<file path="src/rtl/rtaw_pkg.sv">
`timescale 1ns / 1ps
// Package for the rotozoom texture address walker.
// Holds field widths, register reset values, register indexes, the state
// encodings of the reduction sweep and the result type. No dependencies.
package rtaw_pkg;

  localparam int FRAC_W      = 16;
  localparam int FRAC_OUT_W  = 8;
  localparam int DIM_REG_W   = 13;
  localparam int STEP_W      = 24;
  localparam int REG_W       = 28;
  localparam int REG_INT_W   = REG_W - FRAC_W;
  localparam int CNT_W       = 12;
  localparam int IDX_W       = 24;

  localparam int CFG_IDX_W   = 3;
  localparam int CFG_DATA_W  = REG_W;

  localparam int IN_TDATA_W  = 8;
  localparam int OUT_TDATA_W = IDX_W + 2 * FRAC_OUT_W;
  localparam int OUT_TUSER_W = 2;

  localparam logic [DIM_REG_W-1:0] RST_FRAME_WIDTH  = 13'd320;
  localparam logic [DIM_REG_W-1:0] RST_FRAME_HEIGHT = 13'd240;
  localparam logic [STEP_W-1:0]    RST_COL_STEP_S   = 24'd65536;
  localparam logic [STEP_W-1:0]    RST_COL_STEP_T   = 24'd0;
  localparam logic [REG_W-1:0]     RST_ROW_STEP_S   = 28'd0;
  localparam logic [REG_W-1:0]     RST_ROW_STEP_T   = 28'd65536;
  localparam logic [REG_W-1:0]     RST_START_S      = 28'd0;
  localparam logic [REG_W-1:0]     RST_START_T      = 28'd0;

  typedef enum logic [CFG_IDX_W-1:0] {
    CFG_FRAME_WIDTH  = 3'd0,
    CFG_FRAME_HEIGHT = 3'd1,
    CFG_COL_STEP_S   = 3'd2,
    CFG_COL_STEP_T   = 3'd3,
    CFG_ROW_STEP_S   = 3'd4,
    CFG_ROW_STEP_T   = 3'd5,
    CFG_START_S      = 3'd6,
    CFG_START_T      = 3'd7
  } cfg_idx_e;

  typedef enum logic [1:0] {
    SW_IDLE,
    SW_WAIT,
    SW_LOAD,
    SW_RUN
  } sweep_e;

  typedef enum logic [1:0] {
    SL_START,
    SL_STEP,
    SL_ROW,
    SL_PIX
  } slot_e;

  typedef struct packed {
    logic [DIM_REG_W-1:0]     frame_width;
    logic [DIM_REG_W-1:0]     frame_height;
    logic signed [STEP_W-1:0] col_step_s;
    logic signed [STEP_W-1:0] col_step_t;
    logic [REG_W-1:0]         row_step_s;
    logic [REG_W-1:0]         row_step_t;
    logic [REG_W-1:0]         start_s;
    logic [REG_W-1:0]         start_t;
  } cfg_regs_t;

  typedef struct packed {
    logic [IDX_W-1:0]      source_index;
    logic [FRAC_OUT_W-1:0] frac_s;
    logic [FRAC_OUT_W-1:0] frac_t;
    logic                  row_end;
    logic                  frame_end;
    logic                  skipped;
  } res_t;

endpackage

</file>
<file path="src/rtl/rtaw_rem.sv">
`timescale 1ns / 1ps
// Iterative remainder unit: one dividend bit per cycle, restoring form.
// Used to reduce integer coordinate parts modulo the wrap period. Uses no package.
module rtaw_rem #(
  parameter int DIV_W = 12,
  parameter int REM_W = 12
) (
  input  logic             clk_i,
  input  logic             rst_ni,
  input  logic             start_i,
  input  logic [DIV_W-1:0] dividend_i,
  input  logic [REM_W-1:0] divisor_i,
  output logic             done_o,
  output logic [REM_W-1:0] rem_o
);

  localparam int CNT_W = $clog2(DIV_W + 1);

  logic [CNT_W-1:0] cnt_q;
  logic             done_q;
  logic [DIV_W-1:0] dvd_q;
  logic [REM_W-1:0] rem_q, rem_d;
  logic [REM_W-1:0] dsr_q;
  logic [REM_W:0]   trial;

  always_comb begin
    trial = {rem_q, dvd_q[DIV_W-1]};
    if (trial >= {1'b0, dsr_q}) begin
      rem_d = REM_W'(trial - {1'b0, dsr_q});
    end else begin
      rem_d = REM_W'(trial);
    end
  end

  always_ff @(posedge clk_i or negedge rst_ni) begin
    if (!rst_ni) begin
      cnt_q  <= '0;
      done_q <= 1'b0;
    end else begin
      done_q <= 1'b0;
      if (start_i) begin
        cnt_q <= CNT_W'(DIV_W);
      end else if (cnt_q != '0) begin
        cnt_q <= cnt_q - CNT_W'(1);
        if (cnt_q == CNT_W'(1)) begin
          done_q <= 1'b1;
        end
      end
    end
  end

  always_ff @(posedge clk_i) begin
    if (start_i) begin
      dvd_q <= dividend_i;
      rem_q <= '0;
      dsr_q <= divisor_i;
    end else if (cnt_q != '0) begin
      dvd_q <= {dvd_q[DIV_W-2:0], 1'b0};
      rem_q <= rem_d;
    end
  end

  assign done_o = done_q;
  assign rem_o  = (dsr_q == '0) ? '0 : rem_q;

endmodule

</file>
<file path="src/rtl/rtaw_cfg.sv">
`timescale 1ns / 1ps
// Configuration register file with registered derived values: clamped width,
// integer wrap periods and the column step skip flag. Depends on rtaw_pkg.
module rtaw_cfg import rtaw_pkg::*; #(
  parameter  int MAX_DIM = 4096,
  localparam int DIM_W   = $clog2(MAX_DIM + 1),
  localparam int PINT_W  = $clog2(MAX_DIM)
) (
  input  logic                  clk_i,
  input  logic                  rst_ni,
  input  logic                  cfg_we_i,
  input  logic [CFG_IDX_W-1:0]  cfg_idx_i,
  input  logic [CFG_DATA_W-1:0] cfg_data_i,
  output cfg_regs_t             regs_o,
  output logic [DIM_W-1:0]      width_o,
  output logic [PINT_W-1:0]     ps_int_o,
  output logic [PINT_W-1:0]     pt_int_o,
  output logic                  skip_o
);

  localparam int POS_W  = PINT_W + FRAC_W;
  localparam int CMP_W  = (POS_W > STEP_W) ? POS_W : STEP_W;
  localparam int RST_WD = (int'(RST_FRAME_WIDTH) > MAX_DIM) ? MAX_DIM : int'(RST_FRAME_WIDTH);
  localparam int RST_HT = (int'(RST_FRAME_HEIGHT) > MAX_DIM) ? MAX_DIM : int'(RST_FRAME_HEIGHT);

  cfg_regs_t         regs_q;
  logic [DIM_W-1:0]  width_q, width_d, height_d;
  logic [PINT_W-1:0] ps_int_q, ps_int_d, pt_int_q, pt_int_d;
  logic              skip_q, skip_d;
  logic [STEP_W-1:0] mag_s, mag_t;
  logic [DIM_W-1:0]  wm1, hm1;

  function automatic logic [DIM_W-1:0] clamp_dim(input logic [DIM_REG_W-1:0] d);
    if (d == '0) begin
      return DIM_W'(1);
    end
    if (32'(d) > 32'(MAX_DIM)) begin
      return DIM_W'(MAX_DIM);
    end
    return DIM_W'(d);
  endfunction

  always_ff @(posedge clk_i or negedge rst_ni) begin
    if (!rst_ni) begin
      regs_q.frame_width  <= RST_FRAME_WIDTH;
      regs_q.frame_height <= RST_FRAME_HEIGHT;
      regs_q.col_step_s   <= RST_COL_STEP_S;
      regs_q.col_step_t   <= RST_COL_STEP_T;
      regs_q.row_step_s   <= RST_ROW_STEP_S;
      regs_q.row_step_t   <= RST_ROW_STEP_T;
      regs_q.start_s      <= RST_START_S;
      regs_q.start_t      <= RST_START_T;
    end else if (cfg_we_i) begin
      unique case (cfg_idx_e'(cfg_idx_i))
        CFG_FRAME_WIDTH:  regs_q.frame_width  <= cfg_data_i[DIM_REG_W-1:0];
        CFG_FRAME_HEIGHT: regs_q.frame_height <= cfg_data_i[DIM_REG_W-1:0];
        CFG_COL_STEP_S:   regs_q.col_step_s   <= cfg_data_i[STEP_W-1:0];
        CFG_COL_STEP_T:   regs_q.col_step_t   <= cfg_data_i[STEP_W-1:0];
        CFG_ROW_STEP_S:   regs_q.row_step_s   <= cfg_data_i;
        CFG_ROW_STEP_T:   regs_q.row_step_t   <= cfg_data_i;
        CFG_START_S:      regs_q.start_s      <= cfg_data_i;
        CFG_START_T:      regs_q.start_t      <= cfg_data_i;
        default:          regs_q.start_t      <= regs_q.start_t;
      endcase
    end
  end

  always_comb begin
    width_d  = clamp_dim(regs_q.frame_width);
    height_d = clamp_dim(regs_q.frame_height);
    wm1      = width_d - DIM_W'(1);
    hm1      = height_d - DIM_W'(1);
    ps_int_d = PINT_W'(wm1);
    pt_int_d = PINT_W'(hm1);
    mag_s    = regs_q.col_step_s[STEP_W-1] ? (~regs_q.col_step_s + STEP_W'(1))
                                           : regs_q.col_step_s;
    mag_t    = regs_q.col_step_t[STEP_W-1] ? (~regs_q.col_step_t + STEP_W'(1))
                                           : regs_q.col_step_t;
    skip_d   = (CMP_W'(mag_s) >= CMP_W'({ps_int_d, {FRAC_W{1'b0}}})) ||
               (CMP_W'(mag_t) >= CMP_W'({pt_int_d, {FRAC_W{1'b0}}}));
  end

  always_ff @(posedge clk_i or negedge rst_ni) begin
    if (!rst_ni) begin
      width_q  <= DIM_W'(RST_WD);
      ps_int_q <= PINT_W'(RST_WD - 1);
      pt_int_q <= PINT_W'(RST_HT - 1);
      skip_q   <= 1'b0;
    end else begin
      width_q  <= width_d;
      ps_int_q <= ps_int_d;
      pt_int_q <= pt_int_d;
      skip_q   <= skip_d;
    end
  end

  assign regs_o   = regs_q;
  assign width_o  = width_q;
  assign ps_int_o = ps_int_q;
  assign pt_int_o = pt_int_q;
  assign skip_o   = skip_q;

endmodule

</file>
<file path="src/rtl/rtaw_walk.sv">
`timescale 1ns / 1ps
// Coordinate walk: input stage, single-pass address datapath, result register,
// and the sweep that reduces stored positions after a register write.
// Depends on rtaw_pkg and rtaw_rem.
module rtaw_walk import rtaw_pkg::*; #(
  parameter  int MAX_DIM = 4096,
  localparam int DIM_W   = $clog2(MAX_DIM + 1),
  localparam int PINT_W  = $clog2(MAX_DIM)
) (
  input  logic              clk_i,
  input  logic              rst_ni,
  input  logic              s_valid_i,
  output logic              s_ready_o,
  input  logic              s_new_frame_i,
  output logic              m_valid_o,
  input  logic              m_ready_i,
  output res_t              m_res_o,
  input  logic              cfg_we_i,
  input  cfg_regs_t         regs_i,
  input  logic [DIM_W-1:0]  width_i,
  input  logic [PINT_W-1:0] ps_int_i,
  input  logic [PINT_W-1:0] pt_int_i,
  input  logic              skip_i
);

  localparam int POS_W  = PINT_W + FRAC_W;
  localparam int DIV_W  = (PINT_W > REG_INT_W) ? PINT_W : REG_INT_W;
  localparam int CMPC_W = (PINT_W > CNT_W) ? PINT_W : CNT_W;
  localparam int ADV_W  = ((POS_W > STEP_W) ? POS_W : STEP_W) + 2;
  localparam int MUL_W  = PINT_W + DIM_W;
  localparam int IDXC_W = (MUL_W + 1 > IDX_W) ? MUL_W + 1 : IDX_W;

  logic in_vld_q, in_nf_q;
  logic out_vld_q;
  res_t res_q, res_d;
  logic fire;

  logic [POS_W-1:0] row_s_q, row_t_q, pix_s_q, pix_t_q;
  logic [CNT_W-1:0] col_q, row_q;
  logic [POS_W-1:0] start_s_red_q, start_t_red_q, step_s_red_q, step_t_red_q;

  logic [POS_W-1:0] cur_s, cur_t, base_s, base_t;
  logic [CNT_W-1:0] col_cur, row_cur;
  logic [POS_W-1:0] ps_full, pt_full;
  logic [POS_W:0]   sum_s, sum_t;
  logic [POS_W-1:0] rnext_s, rnext_t;
  logic [IDXC_W-1:0] idx_c;
  logic             rend, fend;
  logic [POS_W-1:0] rs_n, rt_n, ps_n, pt_n;
  logic [CNT_W-1:0] col_n, row_n;

  sweep_e sw_q, sw_d;
  slot_e  slot_q, slot_d;
  logic   lane_start, wb, sweep_idle;
  logic [DIV_W-1:0]  dvd_s, dvd_t;
  logic              done_s, done_t;
  logic [PINT_W-1:0] rem_s, rem_t;
  logic [FRAC_W-1:0] fmask_s, fmask_t;

  function automatic logic [POS_W-1:0] col_adv(input logic [POS_W-1:0] pos,
                                               input logic signed [STEP_W-1:0] step,
                                               input logic [POS_W-1:0] per);
    logic signed [ADV_W-1:0] n;
    logic signed [ADV_W-1:0] p;
    n = $signed(ADV_W'(pos)) + ADV_W'(step);
    p = $signed(ADV_W'(per));
    if (!step[STEP_W-1] && (step != '0)) begin
      if (n >= p) begin
        n = n - p;
      end
    end else if (n < $signed(ADV_W'(0))) begin
      n = n + p;
    end
    return n[POS_W-1:0];
  endfunction

  // Handshake and stage control
  assign sweep_idle = (sw_q == SW_IDLE);
  assign fire       = in_vld_q && (!out_vld_q || m_ready_i);
  assign s_ready_o  = sweep_idle && !cfg_we_i && (!in_vld_q || fire);

  always_ff @(posedge clk_i or negedge rst_ni) begin
    if (!rst_ni) begin
      in_vld_q  <= 1'b0;
      out_vld_q <= 1'b0;
    end else begin
      if (s_ready_o) begin
        in_vld_q <= s_valid_i;
      end else if (fire) begin
        in_vld_q <= 1'b0;
      end
      if (fire) begin
        out_vld_q <= 1'b1;
      end else if (m_ready_i) begin
        out_vld_q <= 1'b0;
      end
    end
  end

  always_ff @(posedge clk_i) begin
    if (s_valid_i && s_ready_o) begin
      in_nf_q <= s_new_frame_i;
    end
    if (fire) begin
      res_q <= res_d;
    end
  end

  // Address datapath
  always_comb begin
    cur_s   = in_nf_q ? start_s_red_q : pix_s_q;
    cur_t   = in_nf_q ? start_t_red_q : pix_t_q;
    base_s  = in_nf_q ? start_s_red_q : row_s_q;
    base_t  = in_nf_q ? start_t_red_q : row_t_q;
    col_cur = in_nf_q ? '0 : col_q;
    row_cur = in_nf_q ? '0 : row_q;

    rend = CMPC_W'(col_cur) >= CMPC_W'(ps_int_i);
    fend = rend && (CMPC_W'(row_cur) >= CMPC_W'(pt_int_i));

    ps_full = {ps_int_i, {FRAC_W{1'b0}}};
    pt_full = {pt_int_i, {FRAC_W{1'b0}}};

    idx_c = IDXC_W'(cur_t[POS_W-1:FRAC_W]) * IDXC_W'(width_i)
          + IDXC_W'(cur_s[POS_W-1:FRAC_W]);

    res_d.source_index = skip_i ? '0 : idx_c[IDX_W-1:0];
    res_d.frac_s       = skip_i ? '0 : cur_s[FRAC_W-1:FRAC_W-FRAC_OUT_W];
    res_d.frac_t       = skip_i ? '0 : cur_t[FRAC_W-1:FRAC_W-FRAC_OUT_W];
    res_d.row_end      = rend;
    res_d.frame_end    = fend;
    res_d.skipped      = skip_i;

    sum_s   = {1'b0, base_s} + {1'b0, step_s_red_q};
    sum_t   = {1'b0, base_t} + {1'b0, step_t_red_q};
    rnext_s = (sum_s >= {1'b0, ps_full}) ? POS_W'(sum_s - {1'b0, ps_full}) : POS_W'(sum_s);
    rnext_t = (sum_t >= {1'b0, pt_full}) ? POS_W'(sum_t - {1'b0, pt_full}) : POS_W'(sum_t);

    if (rend) begin
      col_n = '0;
      row_n = fend ? '0 : row_cur + CNT_W'(1);
      if (skip_i) begin
        rs_n = base_s;
        rt_n = base_t;
        ps_n = cur_s;
        pt_n = cur_t;
      end else begin
        rs_n = fend ? start_s_red_q : rnext_s;
        rt_n = fend ? start_t_red_q : rnext_t;
        ps_n = rs_n;
        pt_n = rt_n;
      end
    end else begin
      col_n = col_cur + CNT_W'(1);
      row_n = row_cur;
      rs_n  = base_s;
      rt_n  = base_t;
      ps_n  = skip_i ? cur_s : col_adv(cur_s, regs_i.col_step_s, ps_full);
      pt_n  = skip_i ? cur_t : col_adv(cur_t, regs_i.col_step_t, pt_full);
    end
  end

  // Reduction sweep after a register write
  always_comb begin
    sw_d       = sw_q;
    slot_d     = slot_q;
    lane_start = 1'b0;
    wb         = 1'b0;
    unique case (sw_q)
      SW_IDLE: begin
      end
      SW_WAIT: begin
        sw_d   = SW_LOAD;
        slot_d = SL_START;
      end
      SW_LOAD: begin
        lane_start = 1'b1;
        sw_d       = SW_RUN;
      end
      SW_RUN: begin
        if (done_s && done_t) begin
          wb = 1'b1;
          unique case (slot_q)
            SL_START: begin
              slot_d = SL_STEP;
              sw_d   = SW_LOAD;
            end
            SL_STEP: begin
              slot_d = SL_ROW;
              sw_d   = SW_LOAD;
            end
            SL_ROW: begin
              slot_d = SL_PIX;
              sw_d   = SW_LOAD;
            end
            SL_PIX: begin
              sw_d = SW_IDLE;
            end
            default: sw_d = SW_IDLE;
          endcase
        end
      end
      default: sw_d = SW_IDLE;
    endcase
    if (cfg_we_i) begin
      sw_d   = SW_WAIT;
      slot_d = SL_START;
    end
  end

  always_ff @(posedge clk_i or negedge rst_ni) begin
    if (!rst_ni) begin
      sw_q   <= SW_IDLE;
      slot_q <= SL_START;
    end else begin
      sw_q   <= sw_d;
      slot_q <= slot_d;
    end
  end

  always_comb begin
    unique case (slot_q)
      SL_START: begin
        dvd_s = DIV_W'(regs_i.start_s[REG_W-1:FRAC_W]);
        dvd_t = DIV_W'(regs_i.start_t[REG_W-1:FRAC_W]);
      end
      SL_STEP: begin
        dvd_s = DIV_W'(regs_i.row_step_s[REG_W-1:FRAC_W]);
        dvd_t = DIV_W'(regs_i.row_step_t[REG_W-1:FRAC_W]);
      end
      SL_ROW: begin
        dvd_s = DIV_W'(row_s_q[POS_W-1:FRAC_W]);
        dvd_t = DIV_W'(row_t_q[POS_W-1:FRAC_W]);
      end
      SL_PIX: begin
        dvd_s = DIV_W'(pix_s_q[POS_W-1:FRAC_W]);
        dvd_t = DIV_W'(pix_t_q[POS_W-1:FRAC_W]);
      end
      default: begin
        dvd_s = '0;
        dvd_t = '0;
      end
    endcase
  end

  rtaw_rem #(
    .DIV_W (DIV_W),
    .REM_W (PINT_W)
  ) u_rem_s (
    .clk_i      (clk_i),
    .rst_ni     (rst_ni),
    .start_i    (lane_start),
    .dividend_i (dvd_s),
    .divisor_i  (ps_int_i),
    .done_o     (done_s),
    .rem_o      (rem_s)
  );

  rtaw_rem #(
    .DIV_W (DIV_W),
    .REM_W (PINT_W)
  ) u_rem_t (
    .clk_i      (clk_i),
    .rst_ni     (rst_ni),
    .start_i    (lane_start),
    .dividend_i (dvd_t),
    .divisor_i  (pt_int_i),
    .done_o     (done_t),
    .rem_o      (rem_t)
  );

  // A zero period reduces every position to zero, fraction included.
  assign fmask_s = (ps_int_i == '0) ? '0 : '1;
  assign fmask_t = (pt_int_i == '0) ? '0 : '1;

  // Walk state and reduced register copies
  always_ff @(posedge clk_i or negedge rst_ni) begin
    if (!rst_ni) begin
      row_s_q       <= '0;
      row_t_q       <= '0;
      pix_s_q       <= '0;
      pix_t_q       <= '0;
      col_q         <= '0;
      row_q         <= '0;
      start_s_red_q <= POS_W'(RST_START_S);
      start_t_red_q <= POS_W'(RST_START_T);
      step_s_red_q  <= POS_W'(RST_ROW_STEP_S);
      step_t_red_q  <= POS_W'(RST_ROW_STEP_T);
    end else if (fire) begin
      row_s_q <= rs_n;
      row_t_q <= rt_n;
      pix_s_q <= ps_n;
      pix_t_q <= pt_n;
      col_q   <= col_n;
      row_q   <= row_n;
    end else if (wb) begin
      unique case (slot_q)
        SL_START: begin
          start_s_red_q <= {rem_s, regs_i.start_s[FRAC_W-1:0] & fmask_s};
          start_t_red_q <= {rem_t, regs_i.start_t[FRAC_W-1:0] & fmask_t};
        end
        SL_STEP: begin
          step_s_red_q <= {rem_s, regs_i.row_step_s[FRAC_W-1:0] & fmask_s};
          step_t_red_q <= {rem_t, regs_i.row_step_t[FRAC_W-1:0] & fmask_t};
        end
        SL_ROW: begin
          row_s_q <= {rem_s, row_s_q[FRAC_W-1:0] & fmask_s};
          row_t_q <= {rem_t, row_t_q[FRAC_W-1:0] & fmask_t};
        end
        SL_PIX: begin
          pix_s_q <= {rem_s, pix_s_q[FRAC_W-1:0] & fmask_s};
          pix_t_q <= {rem_t, pix_t_q[FRAC_W-1:0] & fmask_t};
        end
        default: begin
          pix_t_q <= pix_t_q;
        end
      endcase
    end
  end

  assign m_valid_o = out_vld_q;
  assign m_res_o   = res_q;

endmodule

</file>
<file path="src/rtl/rotozoom_texture_address_walker.sv">
`timescale 1ns / 1ps
// Top level of the rotozoom texture address walker: configuration registers
// and the coordinate walk. Depends on rtaw_pkg, rtaw_cfg, rtaw_walk, rtaw_rem.
//
//   Channel   Direction  Handshake                  Content
//   s_axis    in         tvalid / tready            one request per output pixel
//   m_axis    out        tvalid / tready            source address and weights
//   cfg       in         cfg_we_i, no wait          register index and value
//
// One request per clock unless the output stalls or a register write or sweep
// holds off input; a request passes the input stage, then the result register.
// Reset leaves the registers at their reset values and the walk at row zero.
// After a register write, input is held off while the remainder units reduce
// the stored start, row step, row and pixel positions in turn.
// A stalled output holds the result; the input stage keeps taking requests
// until both stages are full.
module rotozoom_texture_address_walker import rtaw_pkg::*; #(
  parameter int MAX_DIM = 4096
) (
  input  logic                   clk_i,
  input  logic                   rst_ni,
  input  logic                   s_axis_tvalid,
  output logic                   s_axis_tready,
  input  logic [IN_TDATA_W-1:0]  s_axis_tdata,   // [0] new_frame
  output logic                   m_axis_tvalid,
  input  logic                   m_axis_tready,
  output logic [OUT_TDATA_W-1:0] m_axis_tdata,   // [23:0] source_index, [31:24] frac_s,
                                                 // [39:32] frac_t
  output logic                   m_axis_tlast,   // row_end
  output logic [OUT_TUSER_W-1:0] m_axis_tuser,   // [0] frame_end, [1] skipped
  input  logic                   cfg_we_i,
  input  logic [CFG_IDX_W-1:0]   cfg_idx_i,
  input  logic [CFG_DATA_W-1:0]  cfg_data_i
);

  localparam int DIM_W  = $clog2(MAX_DIM + 1);
  localparam int PINT_W = $clog2(MAX_DIM);

  cfg_regs_t         regs;
  logic [DIM_W-1:0]  width;
  logic [PINT_W-1:0] ps_int, pt_int;
  logic              skip;
  res_t              res;

  rtaw_cfg #(
    .MAX_DIM (MAX_DIM)
  ) u_cfg (
    .clk_i      (clk_i),
    .rst_ni     (rst_ni),
    .cfg_we_i   (cfg_we_i),
    .cfg_idx_i  (cfg_idx_i),
    .cfg_data_i (cfg_data_i),
    .regs_o     (regs),
    .width_o    (width),
    .ps_int_o   (ps_int),
    .pt_int_o   (pt_int),
    .skip_o     (skip)
  );

  rtaw_walk #(
    .MAX_DIM (MAX_DIM)
  ) u_walk (
    .clk_i         (clk_i),
    .rst_ni        (rst_ni),
    .s_valid_i     (s_axis_tvalid),
    .s_ready_o     (s_axis_tready),
    .s_new_frame_i (s_axis_tdata[0]),
    .m_valid_o     (m_axis_tvalid),
    .m_ready_i     (m_axis_tready),
    .m_res_o       (res),
    .cfg_we_i      (cfg_we_i),
    .regs_i        (regs),
    .width_i       (width),
    .ps_int_i      (ps_int),
    .pt_int_i      (pt_int),
    .skip_i        (skip)
  );

  assign m_axis_tdata = {res.frac_t, res.frac_s, res.source_index};
  assign m_axis_tlast = res.row_end;
  assign m_axis_tuser = {res.skipped, res.frame_end};

endmodule

</file>
<file path="config.mk">
export PLATFORM = sky130hd
export DESIGN_NAME = rotozoom_texture_address_walker
export DESIGN_NICKNAME = d
export VERILOG_FILES = /design/src/rtl/rtaw_pkg.sv /design/src/rtl/rtaw_rem.sv /design/src/rtl/rtaw_cfg.sv /design/src/rtl/rtaw_walk.sv /design/src/rtl/rotozoom_texture_address_walker.sv
export SDC_FILE = /design/constraint.sdc
export NUM_CORES = 2
export LEC_CHECK = 0
export CAP_MARGIN = 10
export CORE_MARGIN = 2
export CORE_UTILIZATION = 60
export DETAILED_ROUTE_END_ITERATION = 16
export DONT_BUFFER_PORTS = 1
export PLACE_DENSITY = 0.75
export SYNTH_ARGS = -nofsm -noshare
export SYNTH_HDL_FRONTEND = slang
export SYNTH_SLANG_ARGS = --single-unit
</file>
<file path="constraint.sdc">
create_clock -name clk_i -period 8.7 [get_ports clk_i]
set_input_delay 2.61 -clock clk_i [delete_from_list [all_inputs] [get_ports clk_i]]
set_output_delay 2.61 -clock clk_i [all_outputs]
set_load 0.01 [all_outputs]
</file>
==> results.toml <==
[clock_tree]
cts-root-to-sink-buffers = 3
cts-root-buf = "clkbuf_16"
post_cts_setup_inserts = 0
cts_max_level = 3
tritoncts_clock_tree = "yes"
clkTransAtPathRegs_ps = 60
cts-hold-fix-buffers = 0
cts_sinks = 604
postCtsResizedCells = 0
worstSkewPairLatency_ps = 650
numCtsBuffers = 72

[sta]
post_route_minimum_period_ps = 7900
fmax_mhz = 127
final.setup.worst_slack_ps = 803
timing.setup.tns_ps = 0
slew-limit-headroom = -0.553
worst_clock_skew_ps = 39.4
final_max_slew_viol_count = 285
setup_viol = 0
finalHoldViolCount = 0
unrepaired_setup_endpoints_after_global_routing = "no"
worst_pin_slew_ps = 2330
post-route-period-util = 0.908

[layout]
final_util = 0.655
num-fill-cells = 6126
final-instance-count-excl-fill = 5985
drive_gt1_frac = 0.106
final_nets = 5463
area.growth.synth_to_final_pct = 8.41

[drt]
first_pass_iters = 9
drt_wl_total_mm = 136
wl_per_cell_um = 22.8
detailroute.via_count = 38200
drc_errors = 0
final_antenna_net_count = 0
drtIter0Drc = 4065
post_drt_via_cell_ratio = 6.37

[yosys]
post_synth_num_cell_types = 101
synthesis.area_um2 = 44800
postSynth.asyncResetShare = 0.808
synth_fp_nets = 5504
ys_ff_latch = 604
synth_top_cells_by_area = "dfrtp_1 26%, ha_1 9.2%, edfxtp_1 6.2%"
syn-mean-instance-area_um2 = 8.97
synth.yosys.seq_area_share = 0.345
synthesis.instances = 4997
ys.warnings.count = 0
ys_dominant_reg_cell = "dfrtp_1"
netlist.top_cell.by_area = "dfrtp_1"
number_of_synthesized_flops_with_an_enable_pin = 92
netlist.area_leader.share = 0.258

[die]
fp.dieW_um = 277
dieHeight_um = 277
start_util = 0.604
floorplan_core_area_um2 = 74200
pin_count = 89
num_rows = 100
design.die.area_um2 = 76900

[place]
detailedPlace.worstSlack_ps = 1040
dp_cells = 5851
hpwlAfterDp_mm = 98.4
replace_congestion = 0.995
numPortBuffers = 0

[run_status]
failed_checks = "max-slew violations"
status = "finished, violations left"

[setup_path]
timing.critical_path.buf_inv = 4
cp_slowest_stage_delay_ps = 580
worst_path_dominant_cell_family = "compound AO/OA/AOI/OAI gates"
crit_slowest_cell = "or4_4"
critical_path_class = "reg2reg"
cp.arrival_ps = 8380
cp_max_fo = 59
critical_path_required_ps = 9190
critPathLaunchType = "flip-flop"
endpoint_kind = "flip-flop"

[pwr]
power_per_cell_area_nw_per_um2 = 349
vdd_drop_max_uv = 349
power.static_leakage_nw = 22.4

[grt]
first_global_vias = 36500
grt_max_degree = 489
total_congestion_overflow = 0
grt_pass1_wl_mm = 212
number_of_antenna_violations_at_the_first_check_in_global_routing = 6
globalRouteTotalUtil = 0.354

[flow_run]
number_of_violations_of_the_max_capacitance_limit = 0

[worst_hold_path]
min-delay-path-class = "reg2reg"
[placed cells by master, fill, tap and decap left out, types with 26 or more instances in the layout]
| cell type | netlist | final |
|---|---|---|
| a22o_1 | 68 | 68 |
| o21a_1 | 41 | 41 |
| edfxtp_1 | 92 | 92 |
| nor3_1 | 72 | 70 |
| fa_1 | 132 | 132 |
| xor2_1 | 66 | 66 |
| nand3_1 | 65 | 63 |
| mux2_2 | 197 | 197 |
| a21oi_1 | 370 | 370 |
| xnor2_1 | 120 | 120 |
| and2_1 | 109 | 109 |
| nand2b_1 | 57 | 56 |
| nor2b_1 | 75 | 75 |
| clkbuf_16 | 0 | 76 |
| buf_4 | 1 | 115 |
| ha_1 | 331 | 331 |
| nand2_1 | 490 | 488 |
| nor4_1 | 45 | 45 |
| dfrtp_1 | 463 | 462 |
| a31oi_1 | 47 | 47 |
| nor2_1 | 323 | 319 |
| o31ai_1 | 26 | 26 |
| o211ai_1 | 28 | 28 |
| a211oi_1 | 91 | 91 |
| nand4_1 | 33 | 33 |
| a21o_1 | 86 | 86 |
| o21ai_0 | 421 | 411 |
| and3_1 | 36 | 36 |
| inv_1 | 458 | 457 |
| mux2i_1 | 42 | 42 |
[logic make-up (layout without fill, tap and decap cells)]
kind of cell	count (synthesis)	count (layout)	synth area share
mux	240	240	0.0592
xor+xnor	186	186	0.0363
flops	604	604	0.345
simple gates	1395	1395	0.148
other cells	0	1	0
fa+ha+maj	463	463	0.151
buf+inv	694	712	0.0589
compound gates	1415	1415	0.201
[stage by stage]
step	hold slack, ps	power (mW)	instance area (µm²)
6_report	473	17.0	48600
5_1_grt	485	18.3	48600
4_1_cts	471	16.8	48600
3_5_place_dp	458	13.6	46200
3_3_place_gp	454	13.5	46200
2_1_floorplan	432	11.1	44800
[layer usage]
metal / GRT usage / wire [µm] / vias up
li1: - / - / 17600
met1: 0.506 / 58900 / 18500
met2: 0.536 / 59100 / 1769
met3: 0.0591 / 12600 / 282
met4: 0.144 / 5750 / 6
met5: 0 / 41 / -
[synthesized netlist by cell type, types with 109 or more instances]
library cell and instances:
nand2_1 490, dfrtp_1 463, inv_1 458, o21ai_0 421, a21oi_1 370, ha_1 331, nor2_1 323, clkbuf_1 209
mux2_2 197, fa_1 132, xnor2_1 120, and2_1 109
[flip-flops by register name, indices dropped and copies added, names as in the netlist, 13 cells and up]
register / flops
u_cfg.regs_o: 186
u_walk.m_res_o: 43
u_walk.pix_s_q: 28
u_walk.pix_t_q: 28
u_walk.row_s_q: 28
u_walk.row_t_q: 28
u_walk.start_s_red_q: 28
u_walk.start_t_red_q: 28
u_walk.step_s_red_q: 28
u_walk.step_t_red_q: 28
u_cfg.width_o: 13
[power by group]
group / internal, mW / switching, mW / leakage [nW]
logic: 3.89 / 5.51 / 14.2
clock network: 1.80 / 1.29 / 1.17
registers: 3.73 / 0.737 / 7.11
total: 9.42 / 7.54 / 22.4
[area by class of cell]
cell class / instances / area, µm² / area share
Multi-Input combinational cell: 3699 / 26800 / 0.551
Sequential cell: 604 / 15500 / 0.319
Clock buffer: 98 / 2060 / 0.0425
Inverter: 459 / 1730 / 0.0356
Tap cell: 969 / 1210 / 0.0249
Timing Repair Buffer: 120 / 963 / 0.0198
Clock inverter: 35 / 357 / 0.00734
Antenna cell: 1 / 2.50 / 0.0000515
[worst min-delay path: cells and delay by family, from the launching register on]
kind / cells / cell delay [ps]
DFF: 1 / 330
and+or+nand+nor: 1 / 50
AOI/OAI and AO/OA: 1 / 50
[final timing paths]
kind | slack (ps) | from | endpoint | cells after the start
worst max-delay path | 800 | u_walk.in_nf_q | u_walk.pix_s_q[22] | 27
worst min-delay path | 470 | u_walk.col_q[10] | u_walk.col_q[10] | 2
worst max register to register | 800 | u_walk.in_nf_q | u_walk.pix_s_q[22] | 27
worst min register to register | 470 | u_walk.col_q[10] | u_walk.col_q[10] | 2
max in group asynchronous | 4880 | rst_ni | u_cfg.skip_o | 0
min in group asynchronous | 1710 | rst_ni | u_walk.u_rem_t.cnt_q[1] | 0
Note: power is estimated with default switching activity, not from simulation.
